--- src/rtl/core/mncp_pkg.sv ---
// Shared types, constants and helpers for the MIDI note / control-change parser.
// Used by mncp_framer, mncp_decode and midi_note_cc_parser; no dependencies.
`default_nettype none
package mncp_pkg;

    // Number of source ports that are listened to; bytes from higher ports are ignored.
    localparam int PORT_COUNT = 16;

    // Status high nibbles.
    localparam logic [3:0] CMD_NOTE_OFF   = 4'h8;
    localparam logic [3:0] CMD_NOTE_ON    = 4'h9;
    localparam logic [3:0] CMD_POLY_AT    = 4'hA;
    localparam logic [3:0] CMD_CTRL_CHG   = 4'hB;
    localparam logic [3:0] CMD_PROG_CHG   = 4'hC;
    localparam logic [3:0] CMD_CHAN_PRESS = 4'hD;
    localparam logic [3:0] CMD_PITCH_BEND = 4'hE;

    // Result kinds.
    localparam logic KIND_CC   = 1'b0;
    localparam logic KIND_NOTE = 1'b1;

    // Message assembled by the framer, one per completed message.
    typedef struct packed {
        logic       done;
        logic [7:0] status;
        logic [6:0] d1;
        logic [6:0] d2;
        logic [3:0] port;
    } t_msg;

    // Decoded result.
    typedef struct packed {
        logic       hit;
        logic [3:0] port;
        logic       kind;
        logic [4:0] channel;
        logic [6:0] key_number;
        logic [6:0] raw_value;
        logic       is_on;
        logic [7:0] mapped_value;
    } t_result;

    // Clamp a received byte to the 7-bit data range.
    function automatic logic [6:0] clamp7(input logic [7:0] b);
        clamp7 = b[7] ? 7'h7F : b[6:0];
    endfunction

endpackage
`default_nettype wire

--- src/rtl/core/midi_note_cc_parser.sv ---
// Top level of the MIDI note / control-change parser: input register, framer,
// decoder and result register. Depends on mncp_pkg, mncp_framer, mncp_decode.
//
//   Channel | Handshake                  | Payload
//   --------+----------------------------+------------------------------------------
//   input   | i_in_valid / o_in_stall    | i_data_byte, i_packet_end, i_source_port
//   result  | o_out_valid / i_out_stall  | o_out_port, o_kind, o_channel, o_key_number,
//           |                            | o_raw_value, o_is_on, o_mapped_value
//
// One byte per cycle sustained while the result side does not stall. A transferred
// byte waits in the input register; its result, if any, is loaded into the result
// register when the byte leaves it. Reset is synchronous and clears the framer state
// (no message under way) and both valid flags. A stalled result holds the result
// register; the input register holds its byte and o_in_stall rises only while both
// registers are full and the result side stalls.
`default_nettype none
module midi_note_cc_parser (
    input  wire logic       i_clk,
    input  wire logic       i_rst_n,
    input  wire logic       i_in_valid,
    output      logic       o_in_stall,
    input  wire logic [7:0] i_data_byte,
    input  wire logic       i_packet_end,
    input  wire logic [3:0] i_source_port,
    output      logic       o_out_valid,
    input  wire logic       i_out_stall,
    output      logic [3:0] o_out_port,
    output      logic       o_kind,
    output      logic [4:0] o_channel,
    output      logic [6:0] o_key_number,
    output      logic [6:0] o_raw_value,
    output      logic       o_is_on,
    output      logic [7:0] o_mapped_value
);
    import mncp_pkg::*;

    // Input register.
    logic       r_s1_valid;
    logic [7:0] r_s1_byte;
    logic       r_s1_end;
    logic [3:0] r_s1_port;

    // Result register.
    logic       r_out_valid;
    t_result    r_out;

    logic    in_xfer;
    logic    advance;
    logic    step;
    logic    port_ok;
    t_msg    msg;
    t_result res;

    // The byte in the input register may leave whenever the result register is
    // empty or is being drained this cycle.
    assign advance    = !r_out_valid || !i_out_stall;
    assign o_in_stall = r_s1_valid && !advance;
    assign in_xfer    = i_in_valid && !o_in_stall;

    // Drop bytes from unlisted ports without touching the framer.
    assign port_ok = int'(r_s1_port) < PORT_COUNT;
    assign step    = r_s1_valid && advance && port_ok;

    mncp_framer u_framer (
        .i_clk   (i_clk),
        .i_rst_n (i_rst_n),
        .i_step  (step),
        .i_byte  (r_s1_byte),
        .i_last  (r_s1_end),
        .i_port  (r_s1_port),
        .o_msg   (msg)
    );

    mncp_decode u_decode (
        .i_msg (msg),
        .o_res (res)
    );

    // Control flags.
    always_ff @(posedge i_clk) begin
        if (!i_rst_n) begin
            r_s1_valid  <= 1'b0;
            r_out_valid <= 1'b0;
        end else begin
            if (in_xfer) begin
                r_s1_valid <= 1'b1;
            end else if (advance) begin
                r_s1_valid <= 1'b0;
            end
            if (advance) begin
                r_out_valid <= step && res.hit;
            end
        end
    end

    // Payload: load the input register on each transfer, the result on each hit.
    always_ff @(posedge i_clk) begin
        if (in_xfer) begin
            r_s1_byte <= i_data_byte;
            r_s1_end  <= i_packet_end;
            r_s1_port <= i_source_port;
        end
        if (step && res.hit) begin
            r_out <= res;
        end
    end

    assign o_out_valid    = r_out_valid;
    assign o_out_port     = r_out.port;
    assign o_kind         = r_out.kind;
    assign o_channel      = r_out.channel;
    assign o_key_number   = r_out.key_number;
    assign o_raw_value    = r_out.raw_value;
    assign o_is_on        = r_out.is_on;
    assign o_mapped_value = r_out.mapped_value;

    // Stall only arises with both registers full and the result side stalled.
    a_stall_cause: assert property (@(posedge i_clk) disable iff (!i_rst_n)
        o_in_stall |-> (r_s1_valid && r_out_valid && i_out_stall))
        else $error("input stalled without a full pipeline");

    // A transferred byte must occupy the input register on the next edge.
    a_s1_load: assert property (@(posedge i_clk) disable iff (!i_rst_n)
        in_xfer |=> r_s1_valid)
        else $error("transferred byte lost");

    // Control-change scaling: 2v plus one when v is at least 64.
    a_cc_map: assert property (@(posedge i_clk) disable iff (!i_rst_n)
        (o_out_valid && o_kind == KIND_CC) |->
        (o_mapped_value == ({o_raw_value, 1'b0} + {7'd0, o_raw_value[6]})))
        else $error("control-change mapped value mismatch");

    // Notes map to full scale when on and to zero when off.
    a_note_map: assert property (@(posedge i_clk) disable iff (!i_rst_n)
        (o_out_valid && o_kind == KIND_NOTE) |->
        (o_mapped_value == (o_is_on ? 8'hFF : 8'h00)))
        else $error("note mapped value mismatch");

endmodule
`default_nettype wire

--- src/rtl/core/mncp_framer.sv ---
// Message framer: tracks running position in the byte stream and assembles
// complete messages. Depends on mncp_pkg.
`default_nettype none
module mncp_framer (
    input  wire logic          i_clk,
    input  wire logic          i_rst_n,
    input  wire logic          i_step,
    input  wire logic [7:0]    i_byte,
    input  wire logic          i_last,
    input  wire logic [3:0]    i_port,
    output mncp_pkg::t_msg     o_msg
);
    import mncp_pkg::*;

    localparam logic [1:0] NEED_STATUS = 2'd0;
    localparam logic [1:0] NEED_ONE    = 2'd1;
    localparam logic [1:0] NEED_TWO    = 2'd2;

    logic [1:0] r_need, n_need;
    logic [7:0] r_status, n_status;
    logic [6:0] r_first, n_first;
    logic [3:0] cmd_in;
    logic [3:0] cmd_held;
    logic       two_byte_held;

    assign cmd_in        = i_byte[7:4];
    assign cmd_held      = r_status[7:4];
    assign two_byte_held = (cmd_held == CMD_PROG_CHG) || (cmd_held == CMD_CHAN_PRESS);

    always_comb begin
        n_need   = r_need;
        n_status = r_status;
        n_first  = r_first;
        o_msg    = '0;
        o_msg.status = r_status;
        o_msg.port   = i_port;
        o_msg.d1     = two_byte_held ? clamp7(i_byte) : r_first;
        o_msg.d2     = two_byte_held ? 7'd0 : clamp7(i_byte);
        if (i_step) begin
            case (r_need)
                NEED_STATUS: begin
                    if (!i_last) begin
                        if (cmd_in == CMD_NOTE_OFF || cmd_in == CMD_NOTE_ON ||
                            cmd_in == CMD_POLY_AT || cmd_in == CMD_CTRL_CHG ||
                            cmd_in == CMD_PITCH_BEND) begin
                            n_status = i_byte;
                            n_need   = NEED_TWO;
                        end else if (cmd_in == CMD_PROG_CHG || cmd_in == CMD_CHAN_PRESS) begin
                            n_status = i_byte;
                            n_need   = NEED_ONE;
                        end
                    end
                end
                NEED_TWO: begin
                    n_first = clamp7(i_byte);
                    n_need  = i_last ? NEED_STATUS : NEED_ONE;
                end
                default: begin
                    // Final byte of the message.
                    o_msg.done = 1'b1;
                    n_need     = NEED_STATUS;
                end
            endcase
        end
    end

    always_ff @(posedge i_clk) begin
        if (!i_rst_n) begin
            r_need   <= NEED_STATUS;
            r_status <= 8'd0;
            r_first  <= 7'd0;
        end else begin
            r_need   <= n_need;
            r_status <= n_status;
            r_first  <= n_first;
        end
    end

endmodule
`default_nettype wire

--- src/rtl/core/mncp_decode.sv ---
// Message decoder: turns a complete message into a note or control-change result.
// Combinational; depends on mncp_pkg.
`default_nettype none
module mncp_decode (
    input  mncp_pkg::t_msg    i_msg,
    output mncp_pkg::t_result o_res
);
    import mncp_pkg::*;

    logic [3:0] cmd;
    logic [7:0] cc_mapped;

    assign cmd = i_msg.status[7:4];
    // round(v*255/127) equals 2v plus one when v is at least 64.
    assign cc_mapped = {i_msg.d2, 1'b0} + {7'd0, i_msg.d2[6]};

    always_comb begin
        o_res            = '0;
        o_res.port       = i_msg.port;
        o_res.channel    = {1'b0, i_msg.status[3:0]} + 5'd1;
        o_res.key_number = i_msg.d1;
        case (cmd)
            CMD_CTRL_CHG: begin
                o_res.hit          = i_msg.done;
                o_res.kind         = KIND_CC;
                o_res.raw_value    = i_msg.d2;
                o_res.is_on        = i_msg.d2[6];
                o_res.mapped_value = cc_mapped;
            end
            CMD_NOTE_ON: begin
                o_res.hit          = i_msg.done;
                o_res.kind         = KIND_NOTE;
                o_res.raw_value    = i_msg.d2;
                o_res.is_on        = (i_msg.d2 != 7'd0);
                o_res.mapped_value = (i_msg.d2 != 7'd0) ? 8'hFF : 8'h00;
            end
            CMD_NOTE_OFF: begin
                o_res.hit  = i_msg.done;
                o_res.kind = KIND_NOTE;
            end
            default: begin
                o_res.hit = 1'b0;
            end
        endcase
    end

endmodule
`default_nettype wire

--- config.mk ---
export PLATFORM = sky130hd
export DESIGN_NAME = midi_note_cc_parser
export DESIGN_NICKNAME = d
export VERILOG_FILES = /design/src/rtl/core/mncp_pkg.sv /design/src/rtl/core/midi_note_cc_parser.sv /design/src/rtl/core/mncp_framer.sv /design/src/rtl/core/mncp_decode.sv
export SDC_FILE = /design/constraint.sdc
export NUM_CORES = 1
export LEC_CHECK = 0
export BUFFER_PORTS_ARGS = -buffer_cell sky130_fd_sc_hd__buf_2
export CAP_MARGIN = 15
export CORE_ASPECT_RATIO = 1.2
export CORE_MARGIN = 3
export CORE_UTILIZATION = 43
export DETAILED_ROUTE_END_ITERATION = 10
export MAX_ROUTING_LAYER = met4
export PLACE_DENSITY = 0.78
export SLEW_MARGIN = 20
export SYNTH_ARGS = -nofsm -noshare
export SYNTH_HDL_FRONTEND = slang
export SYNTH_SLANG_ARGS = --single-unit
--- constraint.sdc ---
create_clock -name i_clk -period 2.3 [get_ports i_clk]
set_input_delay 0.46 -clock i_clk [delete_from_list [all_inputs] [get_ports i_clk]]
set_output_delay 0.46 -clock i_clk [all_outputs]
set_load 0.05 [all_outputs]
After elaboration in Yosys (flattened, before gate mapping). Cells that the tools add are included.

Word-level logic and storage cells: 76. Register bits: 65. Bits of input ports: 17. Output and inout port bits: 35.

Bitwise gates (word level): 1. Reduce and logical (&&, ||, !) cells: 25. $add $sub $neg: 2. Muxes and demuxes: 18. Eq/ne operators: 15.

Operators by type and width (count): 4-bit equality test, second input constant (12); 16-bit one-hot mux with 2 select lines (1); 8-bit 2-to-1 mux (3); 7-bit 2-to-1 mux (3); 8-bit by 1-bit adder with 8-bit output (1); 1-bit logical OR (7); 1-bit 2-to-1 mux (7); 7-bit nonzero test (1); 2-bit 2-to-1 mux (3); 4-bit by 1-bit adder with 5-bit output, second input constant (1); 1-bit logical AND (4); 1-bit zero test (4); 2-bit one-hot mux with 2 select lines (1); 4-bit AND reduction (1); 2-bit nonzero test (2); 2-bit OR reduction (2); 3-bit by 1-bit inequality test with 1-bit output, second input constant (1); 3-bit AND reduction (1); 3-bit OR reduction (1); 2-bit equality test, second input constant (1); 2-bit zero test (1); 2-bit inequality test, second input constant (1); 2-bit AND reduction (1); 1-bit inverter (1).

Logic depth before layout (Yosys ltp).
Word-level depth: 8. Mapped depth: 4.

Cells and area by module. From an unflattened synthesis, not the netlist that was laid out.

Cell total of the unflattened synthesis: 215. Area total of the unflattened synthesis: 2770.2 um^2.

By module, submodules not included: midi_note_cc_parser (instances 1, seq. area each 1421.4 um^2, area an instance 1472.7 um^2, cells an instance 56); mncp_framer (instances 1, seq. area each 340.3 um^2, area an instance 935.9 um^2, cells an instance 111); mncp_decode (instances 1, seq. area each 0.0 um^2, area an instance 361.6 um^2, cells an instance 48).

Worst setup path before layout. Ideal clock, no wire load.

Path kind: reg-to-reg. From: reg r_out_valid (netlist: o_out_valid). To: reg r_out (netlist bit o_channel[0]), enable pin. Clock period less this slack: 2.574 ns. Cell stages (with the launch flop): 3. Arrival: 2.155 ns. Library setup time: 0.419 ns. Path slack: -0.274 ns. Cells stage by stage: dfxtp_1 a21bo_4 nor2_1.

Word-level cells in the longest chain between the ends: 6.

Ends and longest elaborated chain: start, declared (line midi_note_cc_parser.sv:44) `logic r_out_valid;`; start signal, assigned (line midi_note_cc_parser.sv:91) `r_out_valid <= step && res.hit;`; 1-bit zero test (*) (line midi_note_cc_parser.sv:56) `assign advance = !r_out_valid || !i_out_stall;`; 1-bit logical OR (*) (line midi_note_cc_parser.sv:56); 1-bit logical AND (*) (line midi_note_cc_parser.sv:62) `assign step = r_s1_valid && advance && port_ok;`; 1-bit 2-to-1 mux (line mncp_framer.sv:39) `if (i_step) begin`; 1-bit 2-to-1 mux (line mncp_decode.sv:22) `case (cmd)`; 1-bit logical AND (*) (line midi_note_cc_parser.sv:103) `if (step && res.hit) begin`; end signal, assigned (line midi_note_cc_parser.sv:104) `r_out <= res;`; end, declared (line midi_note_cc_parser.sv:45) `t_result r_out;`.

Every way passes the cells marked *; elsewhere a longest branch is shown, timed or not. A chain may end at the register's enable or synchronous reset.

Final worst setup path.
From: reg r_s1_byte[5]. To: reg u_framer.r_status[5].

Word-level cells in the longest chain between the ends: 7. Elaborated cells on any way between the ends: 16.

Ends and longest elaborated chain: start, declared (line midi_note_cc_parser.sv:39) `logic [7:0] r_s1_byte;`; start signal, assigned (line midi_note_cc_parser.sv:99) `r_s1_byte <= i_data_byte;`; 4-bit equality test (line mncp_framer.sv:43) `if (cmd_in == CMD_NOTE_OFF || cmd_in == CMD_NOTE_ON ||`; 1-bit logical OR (2 in a row) (line mncp_framer.sv:43); 1-bit logical OR (2 in a row) (line mncp_framer.sv:44) `cmd_in == CMD_POLY_AT || cmd_in == CMD_CTRL_CHG ||`; 2-bit nonzero test (no line); 4-bit AND reduction (no line); end signal, assigned (line mncp_framer.sv:74) `r_status <= n_status;`; end, declared (line mncp_framer.sv:20) `logic [7:0] r_status, n_status;`.

Several ways; a longest one is shown, not always the timed one. The select of a mux whose other input is x is not followed.

==> metrics <==
die height 89.6 um; CP max-delay cell nor4b_4; crit-path cells a31oi_1 > nor4b_4 > mux2i_1; Seq/Total Area, Yosys slightly below 70%; Buf+Inv Stages, Crit Path 0; Clock Latency Late Sink 0.33 ns; CORE AREA about 5500 um^2; fin crit share 75.5%; R2R Setup Slk between 0.5 and 0.6 ns; Clock Path Buffers 2; Die W around 76 um; Core Util, Final 55.0%; relative slew slack 55.5%; yosys warns 0; Antenna Violating Nets Remaining 0; FF+latch count, synth 63; setup bufs post-CTS 0; I/O pins 52; Residual DRC 0; Worst Hold Class primary input to register; synth unique cells 38; GRT overflow 0; Crit Reg-Reg Startpoint r_s1_byte[5]; IR drop worst, VDD approximately 0.35 mV; Syn Area/Cell 13.5 um^2; Max Slew Vio Count 0; P&R area growth vs syn 20.2%; crit start category register; # hold bufs at CTS 0; final worst slack approximately 0.56 ns; CP Class register to register; FF-to-FF End u_framer.r_status[5]; first-iteration detailed-routing DRC count 92; final hold violation count 0; share of flip-flops with an asynchronous set or reset 0%; CTS resizes 0; Cells after Synth roughly 190; slew at the pin with the worst max-slew slack ~0.66 ns; I/O Buffers just over 50; Synth Net Count approximately 200; P_leak 1.31 nW; CTS clk-pin slew, worst paths roughly 0.06 ns; min-delay src i_data_byte[6]; RSZ-0062 raised after global routing no; Tot Pwr approximately 2.2 mW; First-pass DRT Iterations 5; detailed-route via count around 1600; CP Capture Type register; fmax 576 MHz; wirelength, routed 4.33 mm; WP data required 2.56 ns; CP Max Fanout 8; critical path's top delay family simple AND/OR/NAND/NOR gates; main flop type after synthesis edfxtp_1; Multi-input gate area 744 um^2; Worst Hold End r_s1_byte[6]; drt via density 5.05; Num CTS Buffers 9; gr usage total between 10% and 20%; Clock Tree Root clkbuf_8; Inserted Diodes 0; Placed Cells approximately 300; status completed; CTS tree done; drt wl/cell 13.5 um; dpl hpwl 3.01 mm; final setup fails 0; first-pass GRT wire length 7.23 mm; Setup Skew 0.00733 ns; num rows 29; Final Non-Filler Cells 320; Netlist Area Pre-Place 2510 um^2; initial core utilization 45.7%; largest net degree at the start of global routing 32; EDFF count, synth 44; setup TNS 0 ns; Arr. time, crit path between 1.5 and 2 ns; Final nets ~260; pre-CTS setup slack 0.473 ns; WHS Path Cells 1; vias in the first global route 1557; Filler Cell Count between 400 and 500; r2r worst-path depth 3; H-tree depth 3; antenna violations before repair 0; pwr dens roughly 750 nW/um^2; CP peak stage delay 0.61 ns; FF/Latch Area 1700 um^2; CTS Sinks 63; maxcap violations 0; layout cells sized above 1 31.7%; RD Place Congestion 0.811; final critical-path required period 1.74 ns; die area 6780 um^2
## synth_stat cells, types with 4 or more instances
cell	n	share of area, %
dfxtp_1	19	15
edfxtp_1	44	53
clkbuf_1	5	0.75
o21ai_0	7	1.4
nand4b_1	8	2.8
o211a_1	7	2.8
nand2b_1	4	1.0
nor2b_1	4	1.0
mux2i_1	7	2.8
o21a_1	9	2.7
nand2_1	23	3.4
nor2_1	15	2.2
## logic make-up after synthesis
kind of cell | Yosys count | share of synthesized area [%]
compound gates | 33 | 10.4
xor+xnor | 2 | 0.699
fa+ha+maj | 1 | 0.499
buf+inv | 12 | 2.50
flops | 63 | 67.9
mux | 7 | 2.80
simple gates | 68 | 15.2
## flip-flops by register name, indices dropped and copies added, names as in the netlist, 2 cells and up
| name | flops |
|---|---|
| u_framer.r_first | 7 |
| o_key_number | 7 |
| u_framer.r_need | 2 |
| o_out_port | 4 |
| o_mapped_value | 7 |
| r_s1_byte | 8 |
| u_framer.r_status | 8 |
| r_s1_port | 4 |
| o_raw_value | 7 |
| o_channel | 5 |
## worst max path at each step
| stage | endpoint | from | slack, ns | cells past startpoint |
|---|---|---|---|---|
| finish | u_framer.r_status[5] | r_s1_byte[5] | 0.56 | 3 |
| global route | u_framer.r_status[3] | r_s1_byte[5] | 0.41 | 3 |
| CTS | u_framer.r_status[2] | r_s1_byte[5] | 0.55 | 3 |
| detailed placement | u_framer.r_status[2] | i_out_stall | 0.47 | 4 |
| global placement | u_framer.r_status[6] | i_out_stall | 0.53 | 4 |
| floorplan | o_channel[0] | o_out_valid | 0.24 | 2 |
## through the flow
stage	area, um^2	hold slack, ns
after floorplan	2510	0.400
after global placement	2820	0.401
after detailed placement	2820	0.405
after CTS	3010	0.286
after global routing	3010	0.284
final	3010	0.302
## where the power goes
part | total, mW | internal (mW) | leakage [nW] | switching (mW)
clock network | 0.930 | 0.547 | 0.105 | 0.383
logic | 0.0700 | 0.0306 | 0.579 | 0.0393
registers | 1.25 | 1.23 | 0.622 | 0.0224
total | 2.25 | 1.80 | 1.31 | 0.445
## area by class of cell
class | instances | area share (%)
Multi-Input combinational cell | 111 | 24.7
Timing Repair Buffer | 53 | 8.97
Tap cell | 77 | 3.20
Clock buffer | 11 | 5.02
Inverter | 1 | 0.125
Clock inverter | 4 | 1.50
Sequential cell | 63 | 56.5
## per-layer routing
metal | global-route usage [%] | up-vias | part of all wire, %
met1 | 18.8 | 755 | 46
met5 | - | - | 0
met2 | 22.4 | 61 | 45
met4 | 8.90 | 0 | 2.4
li1 | - | 791 | -
met3 | 5.01 | 9 | 6.2
## layout by cell type (no fill, tap or decap), types with 2 or more instances in the layout
master and instances:
and3_2 2, nand3_1 3, a21oi_1 2, buf_2 51, mux2i_1 7, nand2b_1 4
nor2b_1 4, o211a_1 7, edfxtp_1 44, clkbuf_8 11, nand2_1 23, nand3b_1 3
dfxtp_1 19, buf_4 2, o21a_1 9, clkinv_2 3, nand4b_1 8, o21ai_0 7
nor2_1 14
No activity file was read; power rests on OpenSTA's default activity.
